<file path="src/rtl/auto_gain_range_stepper_macros.svh">
// assertion macros shared by the auto gain range stepper rtl
// no dependencies
`ifndef AUTO_GAIN_RANGE_STEPPER_MACROS_SVH
`define AUTO_GAIN_RANGE_STEPPER_MACROS_SVH

// antecedent implies consequent in the same cycle
`define AGRS_ASSERT_NOW(lbl, clk, rst_n, ante, cons, msg) \
    lbl: assert property (@(posedge clk) disable iff (!(rst_n)) (ante) |-> (cons)) \
        else $error(msg);

// antecedent implies consequent in the next cycle
`define AGRS_ASSERT_NEXT(lbl, clk, rst_n, ante, cons, msg) \
    lbl: assert property (@(posedge clk) disable iff (!(rst_n)) (ante) |=> (cons)) \
        else $error(msg);

`endif

</file>
<file path="src/rtl/agrs_pkg.sv">
// types and constants of the auto gain range stepper
// no dependencies
package agrs_pkg;

    localparam int SAMPLE_W  = 10;
    localparam int KEY_W     = 8;
    localparam int LEVEL_W   = 4;
    localparam int HOLDOFF_W = 4;
    localparam int CFG_IDX_W = 4;
    localparam int CFG_DAT_W = 10;

    localparam logic [SAMPLE_W-1:0] HALF_SCALE_COUNT = 10'd511;
    localparam logic [LEVEL_W-1:0]  LEVEL_MIN        = 4'd1;
    localparam logic [LEVEL_W-1:0]  LEVEL_MAX        = 4'd15;

    localparam logic [SAMPLE_W-1:0]  HIGH_LIMIT_RESET = 10'd649;
    localparam logic [SAMPLE_W-1:0]  LOW_LIMIT_RESET  = 10'd6;
    localparam logic [HOLDOFF_W-1:0] HOLDOFF_RESET    = 4'd5;
    localparam logic [KEY_W-1:0]     TOGGLE_KEY_RESET = 8'd5;

    localparam logic [CFG_IDX_W-1:0] CFG_HIGH_LIMIT = 4'd0;
    localparam logic [CFG_IDX_W-1:0] CFG_LOW_LIMIT  = 4'd1;
    localparam logic [CFG_IDX_W-1:0] CFG_HOLDOFF    = 4'd2;
    localparam logic [CFG_IDX_W-1:0] CFG_TOGGLE_KEY = 4'd3;

    localparam logic ACT_SAMPLE = 1'b0;
    localparam logic ACT_TICK   = 1'b1;

    typedef enum logic [1:0] {
        ST_OFF      = 2'd0,
        ST_IN_RANGE = 2'd1,
        ST_LOWERED  = 2'd2,
        ST_RAISED   = 2'd3
    } t_status;

    typedef struct packed {
        logic [SAMPLE_W-1:0]  high_limit_counts;
        logic [SAMPLE_W-1:0]  low_limit_counts;
        logic [HOLDOFF_W-1:0] holdoff_ticks;
        logic [KEY_W-1:0]     toggle_key;
    } t_cfg;

    typedef struct packed {
        logic                action;
        logic [SAMPLE_W-1:0] adc_sample;
        logic [KEY_W-1:0]    key_value;
    } t_in_item;

    typedef struct packed {
        logic [LEVEL_W-1:0] gain_level;
        logic               auto_on;
        t_status            range_status;
        logic               half_scale;
    } t_out_item;

endpackage

</file>
<file path="src/rtl/agrs_ifs.sv">
// channel interfaces of the auto gain range stepper
// depends on agrs_pkg
interface agrs_in_if import agrs_pkg::*; ();
    logic                valid;
    logic                ready;
    logic                action;
    logic [SAMPLE_W-1:0] adc_sample;
    logic [KEY_W-1:0]    key_value;

    modport source (output valid, action, adc_sample, key_value, input ready);
    modport sink   (input valid, action, adc_sample, key_value, output ready);
endinterface

interface agrs_out_if import agrs_pkg::*; ();
    logic               valid;
    logic               ready;
    logic [LEVEL_W-1:0] gain_level;
    logic               auto_on;
    logic [1:0]         range_status;
    logic               half_scale;

    modport source (output valid, gain_level, auto_on, range_status, half_scale, input ready);
    modport sink   (input valid, gain_level, auto_on, range_status, half_scale, output ready);
endinterface

interface agrs_cfg_if import agrs_pkg::*; ();
    logic                 valid;
    logic                 ready;
    logic [CFG_IDX_W-1:0] index;
    logic [CFG_DAT_W-1:0] data;

    modport source (output valid, index, data, input ready);
    modport sink   (input valid, index, data, output ready);
endinterface

</file>
<file path="src/rtl/agrs_cfg_regs.sv">
// configuration registers of the auto gain range stepper
// depends on agrs_pkg and agrs_cfg_if
module agrs_cfg_regs
    import agrs_pkg::*;
(
    input  logic             i_clk,
    input  logic             i_rst_n,
    agrs_cfg_if.sink         i_cfg,
    output t_cfg             o_cfg
);

    t_cfg r_cfg;

    assign i_cfg.ready = 1'b1;
    assign o_cfg       = r_cfg;

    always_ff @(posedge i_clk) begin
        if (!i_rst_n) begin
            r_cfg.high_limit_counts <= HIGH_LIMIT_RESET;
            r_cfg.low_limit_counts  <= LOW_LIMIT_RESET;
            r_cfg.holdoff_ticks     <= HOLDOFF_RESET;
            r_cfg.toggle_key        <= TOGGLE_KEY_RESET;
        end else if (i_cfg.valid && i_cfg.ready) begin
            case (i_cfg.index)
                CFG_HIGH_LIMIT: r_cfg.high_limit_counts <= i_cfg.data[SAMPLE_W-1:0];
                CFG_LOW_LIMIT:  r_cfg.low_limit_counts  <= i_cfg.data[SAMPLE_W-1:0];
                CFG_HOLDOFF:    r_cfg.holdoff_ticks     <= i_cfg.data[HOLDOFF_W-1:0];
                CFG_TOGGLE_KEY: r_cfg.toggle_key        <= i_cfg.data[KEY_W-1:0];
                default: ;
            endcase
        end
    end

endmodule

</file>
<file path="src/rtl/agrs_step.sv">
// gain ranging state and its single pass update
// depends on agrs_pkg and auto_gain_range_stepper_macros.svh
`include "auto_gain_range_stepper_macros.svh"

module agrs_step
    import agrs_pkg::*;
(
    input  logic      i_clk,
    input  logic      i_rst_n,
    input  logic      i_go,
    input  t_in_item  i_item,
    input  t_cfg      i_cfg,
    output t_out_item o_next
);

    logic                 r_enabled;
    logic                 r_key_latched;
    logic [HOLDOFF_W-1:0] r_holdoff;
    logic [LEVEL_W-1:0]   r_level;
    logic [SAMPLE_W-1:0]  r_last_sample;
    t_status              r_status;
    logic                 r_half;

    logic                 n_enabled;
    logic                 n_key_latched;
    logic [HOLDOFF_W-1:0] n_holdoff;
    logic [LEVEL_W-1:0]   n_level;
    logic [SAMPLE_W-1:0]  n_last_sample;
    t_status              n_status;
    logic                 n_half;
    logic                 w_key_hit;

    assign w_key_hit = (i_item.key_value == i_cfg.toggle_key);

    always_comb begin
        n_enabled     = r_enabled;
        n_key_latched = r_key_latched;
        n_holdoff     = r_holdoff;
        n_level       = r_level;
        n_last_sample = r_last_sample;
        n_status      = r_status;
        n_half        = r_half;
        if (i_item.action == ACT_SAMPLE) begin
            if (!r_key_latched && w_key_hit) begin
                n_key_latched = 1'b1;
                n_enabled     = !r_enabled;
            end else if (!w_key_hit) begin
                n_key_latched = 1'b0;
            end
            n_last_sample = i_item.adc_sample;
            n_half        = (i_item.adc_sample >= HALF_SCALE_COUNT);
            if (!n_enabled) begin
                n_status = ST_OFF;
            end
        end else if (r_enabled) begin
            if (r_holdoff != '0) begin
                n_holdoff = r_holdoff - 1'b1;
            end else begin
                if (r_last_sample >= i_cfg.high_limit_counts) begin
                    n_level  = (r_level > LEVEL_MIN) ? r_level - 1'b1 : LEVEL_MIN;
                    n_status = ST_LOWERED;
                end else if (r_last_sample < i_cfg.low_limit_counts) begin
                    n_level  = (r_level < LEVEL_MAX) ? r_level + 1'b1 : LEVEL_MAX;
                    n_status = ST_RAISED;
                end else begin
                    n_status = ST_IN_RANGE;
                end
                n_holdoff = i_cfg.holdoff_ticks;
            end
        end
    end

    always_ff @(posedge i_clk) begin
        if (!i_rst_n) begin
            r_enabled     <= 1'b0;
            r_key_latched <= 1'b0;
            r_holdoff     <= '0;
            r_level       <= LEVEL_MIN;
            r_last_sample <= '0;
            r_status      <= ST_OFF;
            r_half        <= 1'b0;
        end else if (i_go) begin
            r_enabled     <= n_enabled;
            r_key_latched <= n_key_latched;
            r_holdoff     <= n_holdoff;
            r_level       <= n_level;
            r_last_sample <= n_last_sample;
            r_status      <= n_status;
            r_half        <= n_half;
        end
    end

    assign o_next.gain_level   = n_level;
    assign o_next.auto_on      = n_enabled;
    assign o_next.range_status = n_status;
    assign o_next.half_scale   = n_half;

    `AGRS_ASSERT_NOW(a_level_nonzero, i_clk, i_rst_n, 1'b1, r_level != '0, "gain level is zero")
    `AGRS_ASSERT_NEXT(a_tick_disabled_holds, i_clk, i_rst_n, i_go && i_item.action == ACT_TICK && !r_enabled, $stable(r_level) && $stable(r_holdoff), "tick changed state while disabled")
    `AGRS_ASSERT_NEXT(a_holdoff_counts_down, i_clk, i_rst_n, i_go && i_item.action == ACT_TICK && r_enabled && r_holdoff != '0, r_holdoff == $past(r_holdoff) - 4'd1 && $stable(r_level), "holdoff did not count down")

endmodule

</file>
<file path="src/rtl/auto_gain_range_stepper.sv">
// flow: an accepted transaction waits in the input register until the output register
// can take it, then its processed result is registered there and held until taken
// throughput: one transaction per cycle unless stalled, set by single state update pass
// reset: synchronous active low, clears both stages, state and configuration to defaults
// top level of the auto gain range stepper
// depends on agrs_pkg, agrs_ifs, agrs_cfg_regs, agrs_step and the macros header
`include "auto_gain_range_stepper_macros.svh"

module auto_gain_range_stepper
    import agrs_pkg::*;
(
    input  logic       i_clk,
    input  logic       i_rst_n,
    agrs_in_if.sink    i_in,
    agrs_out_if.source o_res,
    agrs_cfg_if.sink   i_cfg
);

    t_cfg      w_cfg;
    t_in_item  r_in_item;
    logic      r_in_valid;
    t_out_item r_out;
    logic      r_out_valid;
    t_out_item w_next;
    logic      w_adv;
    logic      w_go;

    assign w_adv      = !r_out_valid || o_res.ready;
    assign w_go       = r_in_valid && w_adv;
    assign i_in.ready = w_adv || !r_in_valid;

    agrs_cfg_regs u_cfg (
        .i_clk   (i_clk),
        .i_rst_n (i_rst_n),
        .i_cfg   (i_cfg),
        .o_cfg   (w_cfg)
    );

    agrs_step u_step (
        .i_clk   (i_clk),
        .i_rst_n (i_rst_n),
        .i_go    (w_go),
        .i_item  (r_in_item),
        .i_cfg   (w_cfg),
        .o_next  (w_next)
    );

    always_ff @(posedge i_clk) begin
        if (!i_rst_n) begin
            r_in_valid  <= 1'b0;
            r_out_valid <= 1'b0;
        end else begin
            if (i_in.ready) begin
                r_in_valid <= i_in.valid;
            end
            if (w_adv) begin
                r_out_valid <= r_in_valid;
            end
        end
    end

    always_ff @(posedge i_clk) begin
        if (i_in.valid && i_in.ready) begin
            r_in_item.action     <= i_in.action;
            r_in_item.adc_sample <= i_in.adc_sample;
            r_in_item.key_value  <= i_in.key_value;
        end
        if (w_go) begin
            r_out <= w_next;
        end
    end

    assign o_res.valid        = r_out_valid;
    assign o_res.gain_level   = r_out.gain_level;
    assign o_res.auto_on      = r_out.auto_on;
    assign o_res.range_status = r_out.range_status;
    assign o_res.half_scale   = r_out.half_scale;

    `AGRS_ASSERT_NEXT(a_stall_keeps_item, i_clk, i_rst_n,
        r_in_valid && r_out_valid && !o_res.ready, r_in_valid && $stable(r_in_item),
        "pending transaction lost under stall")
    `AGRS_ASSERT_NEXT(a_result_follows_go, i_clk, i_rst_n,
        w_go, r_out_valid,
        "processed transaction produced no result")
    `AGRS_ASSERT_NEXT(a_result_held, i_clk, i_rst_n,
        r_out_valid && !o_res.ready, r_out_valid && $stable(r_out),
        "result changed under stall")

endmodule
</file>
<file path="src/flat_wrapper.sv">
// flat-port wrapper written by rule: the top's interface ports become plain ports
module auto_gain_range_stepper_flat import agrs_pkg::*;
  (i_clk, i_rst_n, i_in_valid, i_in_action, i_in_adc_sample, i_in_key_value, i_in_ready, o_res_valid, o_res_gain_level, o_res_auto_on, o_res_range_status, o_res_half_scale, o_res_ready, i_cfg_valid, i_cfg_index, i_cfg_data, i_cfg_ready);
  agrs_in_if i_in_i ();
  agrs_out_if o_res_i ();
  agrs_cfg_if i_cfg_i ();
  input  logic i_clk;
  input  logic i_rst_n;
  input wire logic [$bits(i_in_i.valid)-1:0] i_in_valid;
  input wire logic [$bits(i_in_i.action)-1:0] i_in_action;
  input wire logic [$bits(i_in_i.adc_sample)-1:0] i_in_adc_sample;
  input wire logic [$bits(i_in_i.key_value)-1:0] i_in_key_value;
  output wire logic [$bits(i_in_i.ready)-1:0] i_in_ready;
  output wire logic [$bits(o_res_i.valid)-1:0] o_res_valid;
  output wire logic [$bits(o_res_i.gain_level)-1:0] o_res_gain_level;
  output wire logic [$bits(o_res_i.auto_on)-1:0] o_res_auto_on;
  output wire logic [$bits(o_res_i.range_status)-1:0] o_res_range_status;
  output wire logic [$bits(o_res_i.half_scale)-1:0] o_res_half_scale;
  input wire logic [$bits(o_res_i.ready)-1:0] o_res_ready;
  input wire logic [$bits(i_cfg_i.valid)-1:0] i_cfg_valid;
  input wire logic [$bits(i_cfg_i.index)-1:0] i_cfg_index;
  input wire logic [$bits(i_cfg_i.data)-1:0] i_cfg_data;
  output wire logic [$bits(i_cfg_i.ready)-1:0] i_cfg_ready;
  assign i_in_i.valid = i_in_valid;
  assign i_in_i.action = i_in_action;
  assign i_in_i.adc_sample = i_in_adc_sample;
  assign i_in_i.key_value = i_in_key_value;
  assign i_in_ready = i_in_i.ready;
  assign o_res_valid = o_res_i.valid;
  assign o_res_gain_level = o_res_i.gain_level;
  assign o_res_auto_on = o_res_i.auto_on;
  assign o_res_range_status = o_res_i.range_status;
  assign o_res_half_scale = o_res_i.half_scale;
  assign o_res_i.ready = o_res_ready;
  assign i_cfg_i.valid = i_cfg_valid;
  assign i_cfg_i.index = i_cfg_index;
  assign i_cfg_i.data = i_cfg_data;
  assign i_cfg_ready = i_cfg_i.ready;
  auto_gain_range_stepper u_core (.i_clk(i_clk), .i_rst_n(i_rst_n), .i_in(i_in_i), .o_res(o_res_i), .i_cfg(i_cfg_i));
endmodule
</file>
<file path="config.mk">
export PLATFORM = sky130hd
export DESIGN_NAME = auto_gain_range_stepper_flat
export DESIGN_NICKNAME = d
export VERILOG_FILES = /design/src/rtl/agrs_pkg.sv /design/src/rtl/agrs_ifs.sv /design/src/rtl/agrs_cfg_regs.sv /design/src/rtl/agrs_step.sv /design/src/rtl/auto_gain_range_stepper.sv /design/src/flat_wrapper.sv
export VERILOG_INCLUDE_DIRS = /design/src /design/src/rtl
export SDC_FILE = /design/constraint.sdc
export NUM_CORES = 1
export LEC_CHECK = 0
export BUFFER_PORTS_ARGS = -buffer_cell sky130_fd_sc_hd__buf_2
export CAP_MARGIN = 10
export CORE_MARGIN = 2
export CORE_UTILIZATION = 54
export CTS_BUF_LIST = sky130_fd_sc_hd__clkbuf_4 sky130_fd_sc_hd__clkbuf_8
export CTS_CLUSTER_DIAMETER = 60
export DETAILED_ROUTE_END_ITERATION = 16
export GPL_TIMING_DRIVEN = 1
export PLACE_DENSITY = 0.78
export RECOVER_POWER = 25
export SKIP_CTS_REPAIR_TIMING = 1
export SLEW_MARGIN = 20
export SYNTH_ARGS = -nofsm -noshare
export SYNTH_HDL_FRONTEND = slang
export SYNTH_HIERARCHICAL = 1
export SYNTH_SLANG_ARGS = --single-unit
export TNS_END_PERCENT = 20
</file>
<file path="constraint.sdc">
create_clock -name i_clk -period 2.2 [get_ports i_clk]
set_input_delay 0.33 -clock i_clk [delete_from_list [all_inputs] [get_ports i_clk]]
set_output_delay 0.33 -clock i_clk [all_outputs]
set_load 0.02 [all_outputs]
</file>
==> results of run 1 <==
layer usage:
metal / routed length [µm] / up-vias
li1: - / 1587
met4: 175 / 0
met2: 4606 / 89
met1: 4028 / 1591
met3: 401 / 15
met5: 0 / -
worst paths after layout:
check | startpoint | to | slack, ns | cells after the start
max | u_core/u_cfg/o_cfg[16] | u_core/o_res.range_status[1] | -0.02 | 8
min | i_in_key_value[4] | u_core/r_in_item[4] | 0.15 | 1
max reg2reg | u_core/u_cfg/o_cfg[16] | u_core/o_res.range_status[1] | -0.02 | 8
min reg2reg | u_core/u_cfg/o_cfg[23] | u_core/u_cfg/o_cfg[23] | 0.47 | 2
registers in the layout, indices dropped and copies added (netlist names), 2 cells and up:
| signal | cells |
|---|---|
| u_core/u_cfg/o_cfg | 32 |
| u_core/r_in_item | 19 |
| u_core/u_step/r_last_sample | 10 |
| u_core/o_res.gain_level | 4 |
| u_core/u_step/r_holdoff | 4 |
| u_core/u_step/r_level | 4 |
| u_core/o_res.range_status | 2 |
| u_core/u_step/r_status | 2 |
through the flow:
stage | utilization | total power, µW | TNS [ns]
floorplan | - | 1855 | 0
global placement | 0.6151 | 1949 | -0.09783
detailed placement | 0.6151 | 1958 | -0.5252
CTS | 0.6489 | 3275 | -0.7142
global route | 0.6868 | 3427 | -0.3332
finish | 0.6868 | 3296 | -0.02489
report_power, final:
part,internal [µW],switching (µW)
combinational,134,161
clock,785,543
sequential,1640,30.1
total,2560,734
cell type report:
cell class | instances | area share
repair buffers | 67 | 0.07878
clock buffers | 10 | 0.02734
flip-flops and latches | 84 | 0.3916
inverters | 33 | 0.02460
clock inverters | 6 | 0.02187
multi-input cells | 284 | 0.4312
well taps | 99 | 0.02460
kinds of logic after synthesis:
group,after synthesis,synth area share
XOR/XNOR,12,0.02540
buffers and inverters,51,0.05352
flip-flops,84,0.4717
multiplexers,32,0.07741
AO/OA/AOI/OAI,65,0.1137
other,1,0.0009063
adder cells (fa/ha/maj),23,0.06955
AND/OR/NAND/NOR,151,0.1878
synth_stat cells (all sizes together) (4+ instances only):
cell type	count
o21ai	7
dfxtp	57
nor2b	15
nand3	8
edfxtp	27
ha	23
nor2	14
clkbuf	12
nor3	11
and3	4
a21oi	21
mux2i	32
buf	6
nand3b	7
nand4	6
xnor2	10
nand2	72
o211ai	4
inv	32
==> flow_metrics.py, run 1 <==
metrics = {
    "layout": {
        "drive_gt1_frac": 0.2748,
        "nNetsFinal": 540,
        "final_common_cell": "nand2_1",
        "num_antenna_cells": 0,
        "area_growth_pct": 21.68,
        "final_cell_mix": "nand2_1, buf_2, dfxtp_1, mux2i_1, edfxtp_1",
        "multiInputGateArea_um2": 2171,
        "final_cells": 583,
        "fillCellCount": 543,
        "stdcell_area_um2": 5035,
        "regArea_um2": 1972,
    },
    "setup_path": {
        "crit_type": "flop to flop",
        "cp.arrival_ns": 2.34,
        "critPathRequiredTime_ns": 2.31,
        "slowest_stage": "o311a_1",
        "cp.buffers_inverters": 2,
        "slowest_delay_ns": 0.44,
        "cp-start-kind": "flop",
        "crit_fanout": 4,
        "critPathTopFamily": "compound AO/OA/AOI/OAI gates",
        "endpoint_kind": "flop",
        "path_cells": "inv_1 > ha_1 > nand4_1 > o311a_1 > a211oi_2 > buf_4 > o2bb2ai_2 > a22o_1",
    },
    "clocking": {
        "cts-htree-levels": 3,
        "ctsLongestPathBuffers": 2,
        "cts_tree": "yes",
        "cts_buffers": 9,
        "root_buffer": "clkbuf_8",
        "cts.sinks": 84,
        "clkTransAtPathRegs_ns": 0.09,
        "clk_latency_ns": 0.36,
    },
    "placement": {
        "place_congestion": 0.8351,
        "dpl_cell_area_um2": 4509,
        "io_buffer_count": 47,
        "dp_hpwl_um": 6222,
        "preCtsSetupSlack_ns": -0.1310,
        "place_inst": 560,
    },
    "yosys": {
        "synth_top_cell_by_area": "dfxtp_1",
        "syn_nets": 480,
        "synth_edf_count": 27,
        "synth_area_um2": 4138,
        "seq_area_frac_synth": 0.4717,
        "ys_warn_count": 6,
        "synth_ff_type": "dfxtp_1",
        "synth-seq-cells": 84,
        "netlist_instances": 419,
        "yosys.area.top_type_share": 0.2758,
        "async_flop_share": 0,
        "synth_cell_types": 61,
        "synth.area.top_cells": "dfxtp_1, edfxtp_1, mux2i_1",
        "synth.avg_cell_area_um2": 9.875,
    },
    "pwr": {
        "ir_worst_vdd_mv": 0.5855,
        "power_density_nw_per_um2": 654.7,
        "p_leak_uw": 0.002050,
    },
    "timing": {
        "timing.final.ws_setup_ns": -0.02428,
        "tightestPinTransition_ns": 0.6149,
        "fin_crit_sh": 1.011,
        "slew_headroom": 0.5888,
        "hold_ws_ns": 0.1480,
        "slew_viol_final": 0,
        "setup_violations": 2,
        "period_needed_ns": 2.224,
        "finalHoldViolations": 0,
        "rsz0062_at_grt": "true",
        "skew_ns": 0.009903,
        "max_clock_freq_ghz": 0.4496,
    },
    "floorplanning": {
        "io_pins": 49,
        "die_area_um2": 8379,
        "core_um2": 7331,
        "fp.dieW_um": 91.54,
        "start_util": 0.5644,
        "rows": 31,
        "fp.dieH_um": 91.54,
    },
    "global_route": {
        "grt.overflow.total": 0,
        "antenna_found_initial": 0,
        "grt_max_degree": 58,
        "grt_pass1_vias": 3115,
        "grt_pass1_wl_um": 14700,
        "top_usage_layer": "met2",
        "track_usage": 0.2220,
        "use_met3": 0.03817,
        "use_met1": 0.2778,
        "met2_usage": 0.3824,
    },
    "route": {
        "drtAntennaViolNets": 0,
        "first_pass_iters": 4,
        "detail_route.wl_per_cell_um": 15.80,
        "drt-initial-drc-count": 233,
        "drc": 0,
        "vias_per_cell": 5.630,
        "via_count": 3282,
        "wl_um": 9211,
    },
    "run_status": {
        "status": "finished with violations",
        "violations": "negative setup slack",
    },
    "worst_hold_path": {
        "hold_path_class": "input pin to flop",
    },
    "run": {
        "maxCapViolations": 0,
    },
}
No activity file was read; power rests on OpenSTA's default activity.
==> run 2: changes to the inputs <==
- CELL_PAD_IN_SITES_DETAIL_PLACEMENT: not set -> 0
- CELL_PAD_IN_SITES_GLOBAL_PLACEMENT: not set -> 1
- CORE_UTILIZATION: 54 -> 42
==> run 2 against run 1 <==
  * The run still ends with negative setup slack left
  * Sequential share of layout area up 0.34 points
  * Die area up 27%
  * Worst setup slack worse by 0.010 ns
  * First-iteration DRC count down 44%
==> flow_metrics.py, run 2 (synthesized netlist as in run 1, its figures left out) <==
metrics = {
    "floorplanning": {
        "fp.dieH_um": 103.3,
        "fp.dieW_um": 103.3,
        "io_pins": 49,
        "start_util": 0.4273,
        "core_um2": 9684,
        "rows": 36,
        "die_area_um2": 10660,
    },
    "setup_path": {
        "regToRegSetupSlack_ns": -0.03,
        "crit_fanout": 4,
        "slowest_stage": "a221o_1",
        "rr_worst_depth": 8,
        "cp-start-kind": "flop",
        "critPathRequiredTime_ns": 2.42,
        "path_cells": "ha_4 > a21oi_2 > nand2_1 > a221o_1 > or2_4 > o41ai_4 > buf_4 > a221oi_2",
        "rr_startpoint": "u_core/u_step/r_last_sample[8]",
        "rr_endpoint": "u_core/u_step/r_level[2]",
        "crit_type": "flop to flop",
        "slowest_delay_ns": 0.42,
        "cp.arrival_ns": 2.45,
        "endpoint_kind": "flop",
    },
    "worst_hold_path": {
        "hold_path_class": "input pin to flop",
        "min-delay-start": "i_in_adc_sample[0]",
        "holdPathEnd": "u_core/r_in_item[8]",
        "hold_depth": 1,
    },
    "run": {
        "maxCapViolations": 0,
    },
    "route": {
        "drc": 0,
        "first_pass_iters": 4,
        "wl_um": 8874,
        "vias_per_cell": 5.005,
        "via_count": 3093,
        "drt-initial-drc-count": 131,
        "detail_route.wl_per_cell_um": 14.36,
        "drtAntennaViolNets": 0,
    },
    "layout": {
        "area_growth_pct": 20.77,
        "nNetsFinal": 541,
        "drive_gt1_frac": 0.2639,
        "fillCellCount": 880,
        "fin_util": 0.5160,
        "final_cell_mix": "nand2_1, buf_2, dfxtp_1, inv_1, mux2i_1",
        "final_cells": 618,
        "final_common_cell": "nand2_1",
        "num_antenna_cells": 0,
        "multiInputGateArea_um2": 2125,
        "regArea_um2": 1974,
        "largest_reg_flops": 32,
    },
    "timing": {
        "skew_ns": 0.007630,
        "max_clock_freq_ghz": 0.4475,
        "setup_violations": 2,
        "tightestPinTransition_ns": 0.5875,
        "slew_headroom": 0.6059,
        "period_needed_ns": 2.235,
        "rsz0062_at_grt": "true",
        "fin_crit_sh": 1.016,
        "slew_viol_final": 0,
        "timing.final.ws_setup_ns": -0.03456,
        "finalHoldViolations": 0,
    },
    "placement": {
        "place_congestion": 0.8518,
        "preCtsSetupSlack_ns": -0.1150,
        "io_buffer_count": 47,
        "dp_hpwl_um": 6421,
        "place_inst": 600,
    },
    "global_route": {
        "grt_max_degree": 58,
        "grt.overflow.total": 0,
        "grt_pass1_vias": 3020,
        "grt_pass1_wl_um": 14410,
        "track_usage": 0.1768,
        "antenna_found_initial": 0,
    },
    "pwr": {
        "power_uw": 3022,
        "p_leak_uw": 0.002005,
        "ir_worst_vdd_mv": 0.4880,
        "power_density_nw_per_um2": 604.7,
    },
    "clocking": {
        "root_buffer": "clkbuf_8",
        "clk_latency_ns": 0.35,
        "cts-htree-levels": 3,
        "ctsLongestPathBuffers": 2,
        "cts_tree": "yes",
        "cts.sinks": 84,
        "cts_buffers": 9,
        "clkTransAtPathRegs_ns": 0.08,
    },
    "run_status": {
        "status": "finished with violations",
        "violations": "negative setup slack",
    },
}
==> run 2: cell count changes in the layout (fill, tap and decap cells not counted), moves of 2 or more <==
cell	previous run	this run
bufinv_16	3	1
o2bb2ai_1	0	2
clkbuf_4	0	2
inv_1	26	30
inv_2	6	2
o2bb2ai_2	2	0
==> run 2: worst max-delay path by stage <==
| stage | startpoint | to | slack (ns) |
|---|---|---|---|
| final | u_core/u_step/r_last_sample[8] | u_core/u_step/r_level[2] | -0.03 |
| after global routing | u_core/u_step/r_last_sample[8] | u_core/u_step/r_level[2] | -0.12 |
| after CTS | u_core/u_step/r_last_sample[7] | u_core/o_res.gain_level[0] | -0.11 |
| after detailed placement | u_core/u_step/r_last_sample[7] | u_core/o_res.gain_level[0] | -0.11 |
| after global placement | u_core/u_step/r_last_sample[7] | u_core/o_res.range_status[1] | -0.09 |
| after floorplan | u_core/o_res.valid | u_core/u_step/r_level[2] | 0.01 |
==> run 2: cell type report <==
cell class                      instances  area share
Timing Repair Buffer                   68     0.08338
Clock buffer                           11     0.02779
Clock inverter                          5     0.01052
Inverter                               33     0.02479
Tap cell                              133     0.03330
Sequential cell                        84      0.3951
Multi-Input combinational cell        284      0.4251
==> run 2: power by group <==
group,internal (µW),switching [µW]
logic,122,152
registers,1640,28.7
clock network,545,532
total,2310,712
==> run 2: per-layer routing <==
metal	global-route usage	wire (µm)	vias up
met5	0	0	-
met4	0.05162	72	0
met3	0.03696	245	6
met2	0.2927	4330	44
met1	0.2348	4225	1448
li1	-	-	1595
==> run 2: worst max-delay path, delay by kind of cell (launching register included) <==
kind	cells	cell delay (ns)
buf+inv	1	0.17
compound gates	4	0.92
flops	1	0.37
simple gates	2	0.38
fa+ha+maj	1	0.25
==> run 2: metrics by stage <==
stage / setup TNS [ns] / cell area, µm² / hold slack [ns]
floorplan: 0 / 4138 / 0.4289
global placement: -0.4024 / 4601 / 0.4444
detailed placement: -0.5926 / 4601 / 0.4503
CTS: -0.6853 / 4792 / 0.1364
global route: -0.6256 / 4997 / 0.1204
finish: -0.06437 / 4997 / 0.1526
==> run 3: changes to the inputs <==
- REMOVE_ABC_BUFFERS: not set -> 1
==> run 3 against run 2 <==
  * Combinational power is 10% higher
  * Fmax is 2.4% higher
  * Sequential share of layout area is 0.96 points lower
  * Die area stayed put
  * Hold slack worse by 0.0014 ns
  * First-iteration DRC count is 15% lower
  * Clock power is 16% higher
  * The flow now finishes without violations
  * Clock skew is 0.0017 ns higher
  * Highest routed layer unchanged
  * Via count is 3.2% higher
==> flow_metrics.py, run 3 (synthesized netlist as in run 1, its figures left out) <==
metrics = {
    "run_status": {
        "status": "finished clean",
    },
    "route": {
        "detail_route.wl_per_cell_um": 15.07,
        "wl_um": 9389,
        "drc": 0,
        "via_count": 3192,
        "vias_per_cell": 5.124,
        "drtAntennaViolNets": 0,
        "drt-initial-drc-count": 111,
        "first_pass_iters": 4,
    },
    "floorplanning": {
        "fp.dieW_um": 103.3,
        "io_pins": 49,
        "rows": 36,
        "die_area_um2": 10660,
        "fp.dieH_um": 103.3,
        "start_util": 0.4273,
        "core_um2": 9684,
    },
    "global_route": {
        "grt.overflow.total": 0,
        "grt_pass1_vias": 3171,
        "antenna_found_initial": 0,
        "track_usage": 0.1841,
        "grt_pass1_wl_um": 15090,
        "grt_max_degree": 58,
    },
    "setup_path": {
        "slowest_stage": "a221o_1",
        "cp.arrival_ns": 2.29,
        "cp-start-kind": "flop",
        "critPathTopFamily": "compound AO/OA/AOI/OAI gates",
        "crit_fanout": 3,
        "crit_type": "flop to flop",
        "slowest_delay_ns": 0.36,
        "cp.buffers_inverters": 3,
        "path_cells": "inv_1 > ha_1 > and4_4 > a221o_1 > buf_6 > nor2_2 > buf_6 > mux2i_2 > a2bb2oi_1",
        "critPathRequiredTime_ns": 2.31,
        "cp_common_cell": "buf_6",
        "endpoint_kind": "flop",
    },
    "pwr": {
        "p_leak_uw": 0.002079,
        "switching_share": 0.2358,
        "pwr-share-seq": 0.519,
        "intPower_uw": 2466,
        "ir_worst_vdd_mv": 0.3209,
        "power_density_nw_per_um2": 627.2,
        "combPwrFrac": 0.094,
        "power_switching_uw": 760.9,
        "clockPowerShare": 0.388,
    },
    "layout": {
        "fillCellCount": 877,
        "regArea_um2": 1983,
        "final_common_cell": "nand2_1",
        "multiInputGateArea_um2": 2203,
        "nNetsFinal": 546,
        "largest_reg_flops": 32,
        "final_cell_mix": "nand2_1, buf_2, dfxtp_1, inv_1, mux2i_1",
        "area_growth_pct": 24.34,
        "final_cells": 623,
        "drive_gt1_frac": 0.3020,
        "num_antenna_cells": 0,
        "stdcell_area_um2": 5145,
    },
    "clocking": {
        "ctsLongestPathBuffers": 2,
        "cts_buffers": 9,
        "cts.sinks": 84,
        "root_buffer": "clkbuf_8",
        "cts_tree": "yes",
        "clkTransAtPathRegs_ns": 0.09,
        "cts-htree-levels": 3,
        "clk_latency_ns": 0.35,
    },
    "run": {
        "maxCapViolations": 0,
    },
    "timing": {
        "skew_ns": 0.009367,
        "slew_viol_final": 0,
        "period_needed_ns": 2.182,
        "fin_setup_tns_ns": 0,
        "slew_headroom": 0.2902,
        "fin_crit_sh": 0.9919,
        "finalHoldViolations": 0,
        "max_clock_freq_ghz": 0.4582,
        "tightestPinTransition_ns": 1.065,
        "setup_violations": 0,
    },
    "placement": {
        "io_buffer_count": 47,
        "place_inst": 601,
        "dp_hpwl_um": 6554,
        "dpl_cell_area_um2": 4596,
        "place_congestion": 0.8165,
    },
    "worst_hold_path": {
        "hold_path_class": "input pin to flop",
    },
}
## run 3: changes by cell type in the layout (fill, tap and decap cells not counted), sizes merged
cell / change
buf: +5
bufinv: +1
clkinv: -4
clkinvlp: +2
inv: +1
## run 3: metal layers
metal | track usage | part of all wire | vias to the layer above
met1 | 0.2310 | 0.45 | 1519
met5 | 0 | 0 | -
met3 | 0.03427 | 0.033 | 13
met2 | 0.3197 | 0.50 | 57
li1 | - | - | 1603
met4 | 0.06174 | 0.017 | 0
## run 3: power groups by stage
stage	Sequential (µW)	Combinational [µW]	Clock, µW
2_1_floorplan	1710	129	0
3_3_place_gp	1710	254	0
3_5_place_dp	1710	262	0
4_1_cts	1670	263	1290
5_1_grt	1680	336	1360
6_report	1670	302	1250
## run 3: path summary, 6_finish.rpt
path	start	end	slack (ns)	cells past startpoint
setup / recovery	u_core/u_cfg/o_cfg[28]	u_core/o_res.gain_level[0]	0.02	9
hold / removal	i_in_adc_sample[7]	u_core/r_in_item[15]	0.15	1
setup reg to reg	u_core/u_cfg/o_cfg[28]	u_core/o_res.gain_level[0]	0.02	9
hold reg to reg	u_core/u_cfg/o_cfg[17]	u_core/u_cfg/o_cfg[17]	0.46	2
## run 3: layout make-up
class                      instances  area share
clock buffer                      11     0.02821
sequential                        84      0.3855
timing repair buffer              73     0.08536
tap                              133     0.03234
clock inverter                     5     0.01629
inverter                          33     0.02408
multi-input combinational        284      0.4283
## run 3: through the flow
| step | total power (µW) | setup slack (ns) | hold WS (ns) | util |
|---|---|---|---|---|
| after global routing | 3371 | -0.07861 | 0.1302 | 0.5313 |
| final | 3227 | 0.01778 | 0.1511 | 0.5313 |
| after global placement | 1961 | -0.1443 | 0.4447 | 0.4745 |
| after floorplan | 1836 | -0.05838 | 0.4189 | - |
| after detailed placement | 1970 | -0.1998 | 0.4529 | 0.4745 |
| after CTS | 3224 | -0.2143 | 0.1321 | 0.4982 |
## run 3: worst reg2reg max path, cell delays in order, from the launching register on
cell	delay, ns
dfxtp_2	0.33
inv_1	0.04
ha_1	0.30
and4_4	0.16
a221o_1	0.36
buf_6	0.14
nor2_2	0.12
buf_6	0.14
mux2i_2	0.26
a2bb2oi_1	0.09
